===== src/hw/rtl/mctp_pkg.sv =====
`timescale 1ns / 1ps
// ----------------------------------------------------------------------------
// mctp_pkg: shared types and codes for the task picker
// Request codes, slot state codes and the sequencer state type.
// ----------------------------------------------------------------------------
package mctp_pkg;

  // request codes
  localparam logic [1:0] REQ_SET_STATE = 2'd0;
  localparam logic [1:0] REQ_WRITE_CNT = 2'd1;
  localparam logic [1:0] REQ_PICK      = 2'd2;

  // slot state codes
  localparam logic [1:0] ST_ABSENT   = 2'd0;
  localparam logic [1:0] ST_STOPPED  = 2'd1;
  localparam logic [1:0] ST_RUNNABLE = 2'd2;

  localparam int unsigned SLICE_RST = 15;

  typedef enum logic [2:0] {
    S_IDLE,
    S_SCAN,
    S_SCAN_END,
    S_EVAL,
    S_REFILL,
    S_REFILL_END,
    S_DONE
  } state_t;

endpackage


===== src/hw/rtl/mctp_ram.sv =====
`timescale 1ns / 1ps
// ----------------------------------------------------------------------------
// mctp_ram: generic simple dual-port RAM
// One write port, one read port, read data registered.
// ----------------------------------------------------------------------------
module mctp_ram #(
  parameter int unsigned WIDTH = 8,
  parameter int unsigned DEPTH = 64
) (
  input  logic                     clk,
  input  logic                     wr_en,
  input  logic [$clog2(DEPTH)-1:0] wr_addr,
  input  logic [WIDTH-1:0]         wr_data,
  input  logic [$clog2(DEPTH)-1:0] rd_addr,
  output logic [WIDTH-1:0]         rd_data
);

  logic [WIDTH-1:0] mem_r [DEPTH];
  logic [WIDTH-1:0] rd_data_r;

  always_ff @(posedge clk) begin
    if (wr_en) begin
      mem_r[wr_addr] <= wr_data;
    end
    rd_data_r <= mem_r[rd_addr];
  end

  assign rd_data = rd_data_r;

endmodule


===== src/hw/rtl/max_counter_task_picker.sv =====
`timescale 1ns / 1ps
// ----------------------------------------------------------------------------
// max_counter_task_picker: counter-based next-task picker
// Table of task slots (state + time-slice counter) with a sequenced scan.
// ----------------------------------------------------------------------------
// Usage:
//   Input channel (in_valid / in_stall) carries one request: set a slot's
//   state, write a slot's counter, or pick the next task. Every request gives
//   exactly one result on the output channel (out_valid / out_stall).
//   cfg_wr_en / cfg_wr_data load default_slice; write it only when idle.
// Timing:
//   State and counter writes finish in the accept cycle; the result shows the
//   next cycle. A pick runs one slot per cycle through a single compare unit
//   over the slot table; when that scan finds no task, a refill pass and a
//   rescan follow. The pace is set by the single read port of the slot
//   tables, one entry each cycle.
//   One request is in flight at a time; in_stall is high while a pick runs.
// Reset:
//   Synchronous, active low. All slots read absent with a zero counter
//   (per-entry valid flops, no clearing pass) and default_slice returns to 15.
// Output stall:
//   The result sits in the output register until taken; a new request is
//   only taken once that register is free or being emptied.
// ----------------------------------------------------------------------------
module max_counter_task_picker #(
  parameter int unsigned MAX_TASKS = 64
) (
  input  logic       clk,
  input  logic       rst_n,
  // request channel
  input  logic       in_valid,
  output logic       in_stall,
  input  logic [1:0] in_req_type,
  input  logic [5:0] in_task_index,
  input  logic [1:0] in_task_state,
  input  logic [7:0] in_counter_value,
  // result channel
  output logic       out_valid,
  input  logic       out_stall,
  output logic [5:0] out_chosen_task,
  output logic       out_found,
  output logic       out_refilled,
  // configuration
  input  logic       cfg_wr_en,
  input  logic [7:0] cfg_wr_data
);

  localparam int unsigned IW = $clog2(MAX_TASKS);

  mctp_pkg::state_t state_r, state_nxt;

  logic [IW-1:0] addr_r, addr_nxt;          // slot being read
  logic          pend_r, pend_nxt;          // read data due this cycle
  logic [IW-1:0] pend_idx_r, pend_idx_nxt;  // slot that data belongs to
  logic [7:0]    best_cnt_r, best_cnt_nxt;
  logic [IW-1:0] best_idx_r, best_idx_nxt;
  logic          refill_r, refill_nxt;
  logic [7:0]    slice_r;

  // per-slot "written since reset" flags; unwritten reads as zero
  logic st_vld_r  [MAX_TASKS];
  logic cnt_vld_r [MAX_TASKS];
  logic rd_st_vld_r, rd_cnt_vld_r;

  logic          out_valid_r, out_valid_nxt;
  logic [5:0]    out_chosen_r, out_chosen_nxt;
  logic          out_found_r, out_found_nxt;
  logic          out_refilled_r, out_refilled_nxt;

  // table ports
  logic          st_we;
  logic [IW-1:0] st_waddr;
  logic [1:0]    st_wdata;
  logic [1:0]    st_rdata;
  logic          cnt_we;
  logic [IW-1:0] cnt_waddr;
  logic [7:0]    cnt_wdata;
  logic [7:0]    cnt_rdata;

  logic          in_accept;
  logic          out_free;
  logic          last_slot;
  logic          in_range;
  logic [1:0]    rd_st;
  logic [7:0]    rd_cnt;

  assign out_free  = !out_valid_r || !out_stall;
  assign in_stall  = (state_r != mctp_pkg::S_IDLE) || !out_free;
  assign in_accept = in_valid && !in_stall;
  assign last_slot = (addr_r == IW'(MAX_TASKS - 1));
  assign in_range  = (32'(in_task_index) < MAX_TASKS);

  assign rd_st  = rd_st_vld_r  ? st_rdata  : mctp_pkg::ST_ABSENT;
  assign rd_cnt = rd_cnt_vld_r ? cnt_rdata : 8'd0;

  mctp_ram #(.WIDTH(2), .DEPTH(MAX_TASKS)) u_st_ram (
    .clk     (clk),
    .wr_en   (st_we),
    .wr_addr (st_waddr),
    .wr_data (st_wdata),
    .rd_addr (addr_r),
    .rd_data (st_rdata)
  );

  mctp_ram #(.WIDTH(8), .DEPTH(MAX_TASKS)) u_cnt_ram (
    .clk     (clk),
    .wr_en   (cnt_we),
    .wr_addr (cnt_waddr),
    .wr_data (cnt_wdata),
    .rd_addr (addr_r),
    .rd_data (cnt_rdata)
  );

  // sequencer next state
  always_comb begin
    state_nxt = state_r;
    case (state_r)
      mctp_pkg::S_IDLE: begin
        if (in_accept && in_req_type == mctp_pkg::REQ_PICK) begin
          state_nxt = mctp_pkg::S_SCAN;
        end
      end
      mctp_pkg::S_SCAN: begin
        if (last_slot) begin
          state_nxt = mctp_pkg::S_SCAN_END;
        end
      end
      mctp_pkg::S_SCAN_END: begin
        state_nxt = mctp_pkg::S_EVAL;
      end
      mctp_pkg::S_EVAL: begin
        if (best_cnt_r != 8'd0 || refill_r) begin
          state_nxt = mctp_pkg::S_DONE;
        end else begin
          state_nxt = mctp_pkg::S_REFILL;
        end
      end
      mctp_pkg::S_REFILL: begin
        if (last_slot) begin
          state_nxt = mctp_pkg::S_REFILL_END;
        end
      end
      mctp_pkg::S_REFILL_END: begin
        state_nxt = mctp_pkg::S_SCAN;
      end
      mctp_pkg::S_DONE: begin
        if (out_free) begin
          state_nxt = mctp_pkg::S_IDLE;
        end
      end
      default: begin
        state_nxt = mctp_pkg::S_IDLE;
      end
    endcase
  end

  // datapath and outputs
  always_comb begin
    addr_nxt         = addr_r;
    pend_nxt         = 1'b0;
    pend_idx_nxt     = addr_r;
    best_cnt_nxt     = best_cnt_r;
    best_idx_nxt     = best_idx_r;
    refill_nxt       = refill_r;
    st_we            = 1'b0;
    st_waddr         = IW'(in_task_index);
    st_wdata         = in_task_state;
    cnt_we           = 1'b0;
    cnt_waddr        = IW'(in_task_index);
    cnt_wdata        = in_counter_value;
    out_valid_nxt    = out_valid_r && out_stall;
    out_chosen_nxt   = out_chosen_r;
    out_found_nxt    = out_found_r;
    out_refilled_nxt = out_refilled_r;

    // shared compare unit: one slot per cycle while scanning
    if ((state_r == mctp_pkg::S_SCAN || state_r == mctp_pkg::S_SCAN_END) && pend_r) begin
      if (rd_st == mctp_pkg::ST_RUNNABLE && rd_cnt > best_cnt_r) begin
        best_cnt_nxt = rd_cnt;
        best_idx_nxt = pend_idx_r;
      end
    end

    // refill write lands in the cycle after the state read
    if ((state_r == mctp_pkg::S_REFILL || state_r == mctp_pkg::S_REFILL_END) && pend_r) begin
      if (rd_st != mctp_pkg::ST_ABSENT) begin
        cnt_we    = 1'b1;
        cnt_waddr = pend_idx_r;
        cnt_wdata = slice_r;
      end
    end

    case (state_r)
      mctp_pkg::S_IDLE: begin
        if (in_accept) begin
          case (in_req_type)
            mctp_pkg::REQ_SET_STATE: begin
              st_we = in_range && (in_task_state <= mctp_pkg::ST_RUNNABLE);
            end
            mctp_pkg::REQ_WRITE_CNT: begin
              cnt_we = in_range;
            end
            default: begin
            end
          endcase
          if (in_req_type == mctp_pkg::REQ_PICK) begin
            addr_nxt     = '0;
            best_cnt_nxt = 8'd0;
            best_idx_nxt = '0;
            refill_nxt   = 1'b0;
          end else begin
            out_valid_nxt    = 1'b1;
            out_chosen_nxt   = 6'd0;
            out_found_nxt    = 1'b0;
            out_refilled_nxt = 1'b0;
          end
        end
      end
      mctp_pkg::S_SCAN, mctp_pkg::S_REFILL: begin
        pend_nxt = 1'b1;
        addr_nxt = last_slot ? '0 : addr_r + 1'b1;
      end
      mctp_pkg::S_EVAL: begin
        if (best_cnt_r == 8'd0 && !refill_r) begin
          addr_nxt   = '0;
          refill_nxt = 1'b1;
        end
      end
      mctp_pkg::S_REFILL_END: begin
        addr_nxt     = '0;
        best_cnt_nxt = 8'd0;
        best_idx_nxt = '0;
      end
      mctp_pkg::S_DONE: begin
        if (out_free) begin
          out_valid_nxt    = 1'b1;
          out_found_nxt    = (best_cnt_r != 8'd0);
          out_chosen_nxt   = (best_cnt_r != 8'd0) ? 6'(best_idx_r) : 6'd0;
          out_refilled_nxt = refill_r;
        end
      end
      default: begin
      end
    endcase
  end

  always_ff @(posedge clk) begin
    if (!rst_n) begin
      state_r     <= mctp_pkg::S_IDLE;
      addr_r      <= '0;
      pend_r      <= 1'b0;
      best_cnt_r  <= 8'd0;
      best_idx_r  <= '0;
      refill_r    <= 1'b0;
      slice_r     <= 8'(mctp_pkg::SLICE_RST);
      out_valid_r <= 1'b0;
      for (int i = 0; i < MAX_TASKS; i++) begin
        st_vld_r[i]  <= 1'b0;
        cnt_vld_r[i] <= 1'b0;
      end
    end else begin
      state_r     <= state_nxt;
      addr_r      <= addr_nxt;
      pend_r      <= pend_nxt;
      best_cnt_r  <= best_cnt_nxt;
      best_idx_r  <= best_idx_nxt;
      refill_r    <= refill_nxt;
      out_valid_r <= out_valid_nxt;
      if (cfg_wr_en) begin
        slice_r <= cfg_wr_data;
      end
      if (st_we) begin
        st_vld_r[st_waddr] <= 1'b1;
      end
      if (cnt_we) begin
        cnt_vld_r[cnt_waddr] <= 1'b1;
      end
    end
  end

  // payload, no reset
  always_ff @(posedge clk) begin
    pend_idx_r     <= pend_idx_nxt;
    rd_st_vld_r    <= st_vld_r[addr_r];
    rd_cnt_vld_r   <= cnt_vld_r[addr_r];
    out_chosen_r   <= out_chosen_nxt;
    out_found_r    <= out_found_nxt;
    out_refilled_r <= out_refilled_nxt;
  end

  assign out_valid       = out_valid_r;
  assign out_chosen_task = out_chosen_r;
  assign out_found       = out_found_r;
  assign out_refilled    = out_refilled_r;

endmodule


===== config.mk =====
export PLATFORM = sky130hd
export DESIGN_NAME = max_counter_task_picker
export DESIGN_NICKNAME = d
export VERILOG_FILES = /design/src/hw/rtl/mctp_pkg.sv /design/src/hw/rtl/mctp_ram.sv /design/src/hw/rtl/max_counter_task_picker.sv
export SDC_FILE = /design/constraint.sdc
export NUM_CORES = 1
export LEC_CHECK = 0
export ABC_AREA = 0
export BUFFER_PORTS_ARGS = -buffer_cell sky130_fd_sc_hd__buf_2
export CAP_MARGIN = 20
export CORE_UTILIZATION = 60
export DETAILED_ROUTE_END_ITERATION = 12
export GPL_TIMING_DRIVEN = 0
export PLACE_DENSITY = 0.76
export SLEW_MARGIN = 10
export SYNTH_ARGS = -nofsm -noshare
export SYNTH_HDL_FRONTEND = slang
export SYNTH_HIERARCHICAL = 1
export SYNTH_SLANG_ARGS = --single-unit

===== constraint.sdc =====
create_clock -name clk -period 4.7 [get_ports clk]
set_input_delay 0.235 -clock clk [delete_from_list [all_inputs] [get_ports clk]]
set_output_delay 0.235 -clock clk [all_outputs]
set_load 0.01 [all_outputs]

==> metrics.md <==
| Metric | Value |
|---|---|
| Cell type with the largest total area after synthesis | `edfxtp_1` |
| R2r setup slk | `0.27 ns` |
| Avg Synthesized Cell Area | `16.4 µm²` |
| Library cells used by synthesis | `70` |
| Stage delay of the slowest cell on the critical path | `0.92 ns` |
| Max-Cap Viols | `0` |
| Initial detailed-routing violation count | `2516` |
| Final routed wire length divided by cell count | `28.4 µm` |
| Total number of vias | `between 20000 and 25000` |
| Clock sink total | `slightly above 800` |
| Worst vdd ir | `0.000367 V` |
| Num ports | `41` |
| Crit path cell chain | `buf_2 > nand4b_1 > nor2_1 > buf_2 > buf_4 > mux2_2 > clkbuf_1 > nor2b_1 > nand3_1 > nor2_1` |
| Number of nets at the end of the flow | `2237` |
| Number of routed nets with antenna violations | `0` |
| Hold slack | `0.0606 ns` |
| Number of cells in the finished layout apart from fillers | `roughly 3000` |
| Aggregate routed wire length | `85600 µm` |
| Area post-placement | `35100 µm²` |
| Leading cell types in the layout, fill and taps excluded | `edfxtp_1, nor2_1, mux4_2, dfxtp_1, clkbuf_1` |
| Vias per cell | `6.71` |
| Power Dens Cells | `between 300 and 400 nW/µm²` |
| Seq cells post-synth | `828` |
| Largest net degree at the start of global routing | `66` |
| Post-synthesis sequential area ratio | `0.681` |
| Maximum clock frequency | `226 MHz` |
| Worst min path class | `primary input to flop` |
| Synthesized Nets | `2097` |
| Die area | `57400 µm²` |
| Count of buffers inserted at the top-level ports | `38` |
| Fraction of final layout cells sized beyond drive strength 1 | `0.206` |
| Leading cell type in the layout, fill and taps excluded | `edfxtp_1` |
| Total routing resource utilization after global routing | `0.306` |
| Setup repair after global routing missed its margin | `no` |
| Antenna violations before repair | `0` |
| Logic depth of the worst setup path including buffers | `10` |
| Max Transition Viols Final | `0` |
| Most used flip-flop cell after synthesis | `edfxtp_1` |
| Number of levels the H-tree was split into | `3` |
| Bufs and invs on worst path | `4` |
| Count of hold buffers inserted by post-cts repair | `9` |
| Final Cell Area | `roughly 38000 µm²` |
| Largest delay contributor family on the critical path | `simple AND/OR/NAND/NOR gates` |
| Buffer cell driving the clock tree root | `clkbuf_16` |
| Top cells by area, synth | `edfxtp_1, mux4_2, dfxtp_1, nor2_1, mux2i_1` |
| R2r worst-path depth | `10` |
| Leftover overflow at the end of global routing | `0` |
| Layout area overhead | `11.7%` |
| Total negative slack | `0 ns` |
| CTS resizes | `0` |
| Min Clock Period, post-route | `between 4 and 5 ns` |
| Peak fanout along the critical path | `10` |
| Height of the die | `240 µm` |
| Number of cells traversed by the worst hold path | `5` |
| Effective utilization at floorplan | `0.611` |
| Area taken by flip-flops and latches | `23100 µm²` |
| Total power | `14.9 mW` |
| Pleak | `about 12 nW` |
| Data arrival time of the worst path | `4.68 ns` |
| Row count | `86` |
| CP max-delay cell | `nor2_1` |
| Final clock period utilization by the worst path | `0.942` |
| Maximum clock insertion buffer count | `3` |
| CORE AREA | `55400 µm²` |
| Headroom to the max-slew limit | `0.243` |
| Hold violation total from the final report | `0` |
| Yosys warning total | `6` |
| First-pass GRT wire length | `127000 µm` |
| Top cell type's share of synthesized area | `0.575` |
| DRC | `0` |
| CP Data Required Time | `4.95 ns` |
| Number of enable-type register cells in the synthesized netlist | `roughly 650` |
| Endpoint class of the critical path | `flop` |
| Outcome | `finished clean` |
| Post-Synthesis Cell Area | `~34000 µm²` |
| Worst setup path class | `flop to flop` |
| Number of clock buffers inserted by TritonCTS | `82` |
| Setup violation total in the final timing report | `0` |
| Multi-input gate area | `10100 µm²` |
| Share of async-settable or async-resettable flops after synthesis | `0` |
| DR pass1 iterations | `6` |
| Number of cells after detailed placement | `2852` |
| Number of global-route vias before repair | `20300` |
| Layout filler cell count | `between 3000 and 4000` |
| Worst slew pin tran | `between 1 and 1.5 ns` |
| CTS tree | `built` |
| Hpwl dp | `56000 µm` |
| Kind of start point of the critical path | `flop` |
| Die Span X | `240 µm` |
| Layout Skew | `0.0181 ns` |
| Clock latency of the later-clocked register in the worst-skew pair | `0.63 ns` |
| Synth Instances | `2059` |
| Number of setup buffers added after CTS | `0` |
| Final weighted congestion of routability-driven global placement | `roughly 1` |
| Clock-pin slew reported for the worst setup and hold paths after clock tree synthesis | `0.06 ns` |
[cell type report]
| type | instances | share of cell area |
|---|---|---|
| Timing Repair Buffer | 56 | 0.0114 |
| Clock buffer | 108 | 0.0581 |
| Clock inverter | 41 | 0.0103 |
| Tap cell | 748 | 0.0247 |
| Antenna cell | 1 | 0.0000661 |
| Buffer | 126 | 0.0181 |
| Inverter | 11 | 0.00109 |
| Multi-Input combinational cell | 1094 | 0.267 |
| Sequential cell | 828 | 0.610 |
[per-layer routing]
| metal | GRT usage | wire, µm |
|---|---|---|
| met5 | 0 | 0 |
| met4 | 0.144 | 4140 |
| met3 | 0.0629 | 8150 |
| met2 | 0.476 | 40000 |
| met1 | 0.419 | 33300 |
[cells in the mapped netlist (18+ instances only)]
master / count
nand2b_1: 23
mux2_2: 44
nor3_1: 49
a31oi_1: 35
mux4_2: 187
nand3_1: 30
o21a_1: 36
nand2_1: 75
dfxtp_1: 180
edfxtp_1: 648
a22o_1: 68
nor2_1: 200
buf_2: 28
clkbuf_1: 64
mux2i_1: 69
a22oi_1: 22
and2_1: 18
nor2b_1: 70
a21oi_1: 21
[tightest hold or removal path, stage by stage]
cell	delay, ns
buf_2	0.10
nor2b_1	0.07
nand4_1	0.09
a32oi_1	0.05
nor2b_1	0.09
[final timing paths]
check,to,startpoint
worst max-delay path,u_cnt_ram/mem_r[5][0]$_DFFE_PP_,state_r[1]$_SDFFE_PN0P_
worst min-delay path,refill_r$_SDFFE_PN0P_,in_req_type[0]
worst max register to register,u_cnt_ram/mem_r[5][0]$_DFFE_PP_,state_r[1]$_SDFFE_PN0P_
worst min register to register,cnt_vld_r[18]$_DFF_P_,cnt_vld_r[18]$_DFF_P_
[registers in the layout, indices dropped and copies added (netlist names)]
name,cells
addr_r,6
best_cnt_r,8
best_idx_r,6
cnt_vld_r,64
out_chosen_task,6
out_found,1
out_refilled,1
out_valid,1
pend_idx_r,6
pend_r,1
rd_cnt_vld_r,1
rd_st_vld_r,1
refill_r,1
slice_r,8
st_vld_r,64
state_r,3
u_cnt_ram/mem_r,512
u_cnt_ram/rd_data,8
u_st_ram/mem_r,128
u_st_ram/rd_data,2
[cell families after synthesis]
group | count (synthesis) | share of synthesized area
AOI/OAI and AO/OA | 266 | 0.0598
xor gates and xnor gates | 3 | 0.000776
adders and majority gates | 7 | 0.00259
buffers and inverters | 137 | 0.0214
DFF | 828 | 0.681
muxes | 300 | 0.159
and+or+nand+nor | 518 | 0.0749
[power by group]
group | switching (mW) | internal, mW | leakage [nW]
Clock | 2.72 | 3.64 | 1.27
Sequential | 0.0113 | 7.90 | 7.29
Combinational | 0.388 | 0.209 | 3.20
[metrics by stage]
stage          utilization  worst slack [ns]
6_report             0.683             0.275
5_1_grt              0.683            0.0864
4_1_cts              0.682             0.416
3_5_place_dp         0.634             0.430
3_3_place_gp         0.631             0.276
2_1_floorplan            -              1.38
Note: power is estimated with default switching activity, not from simulation.
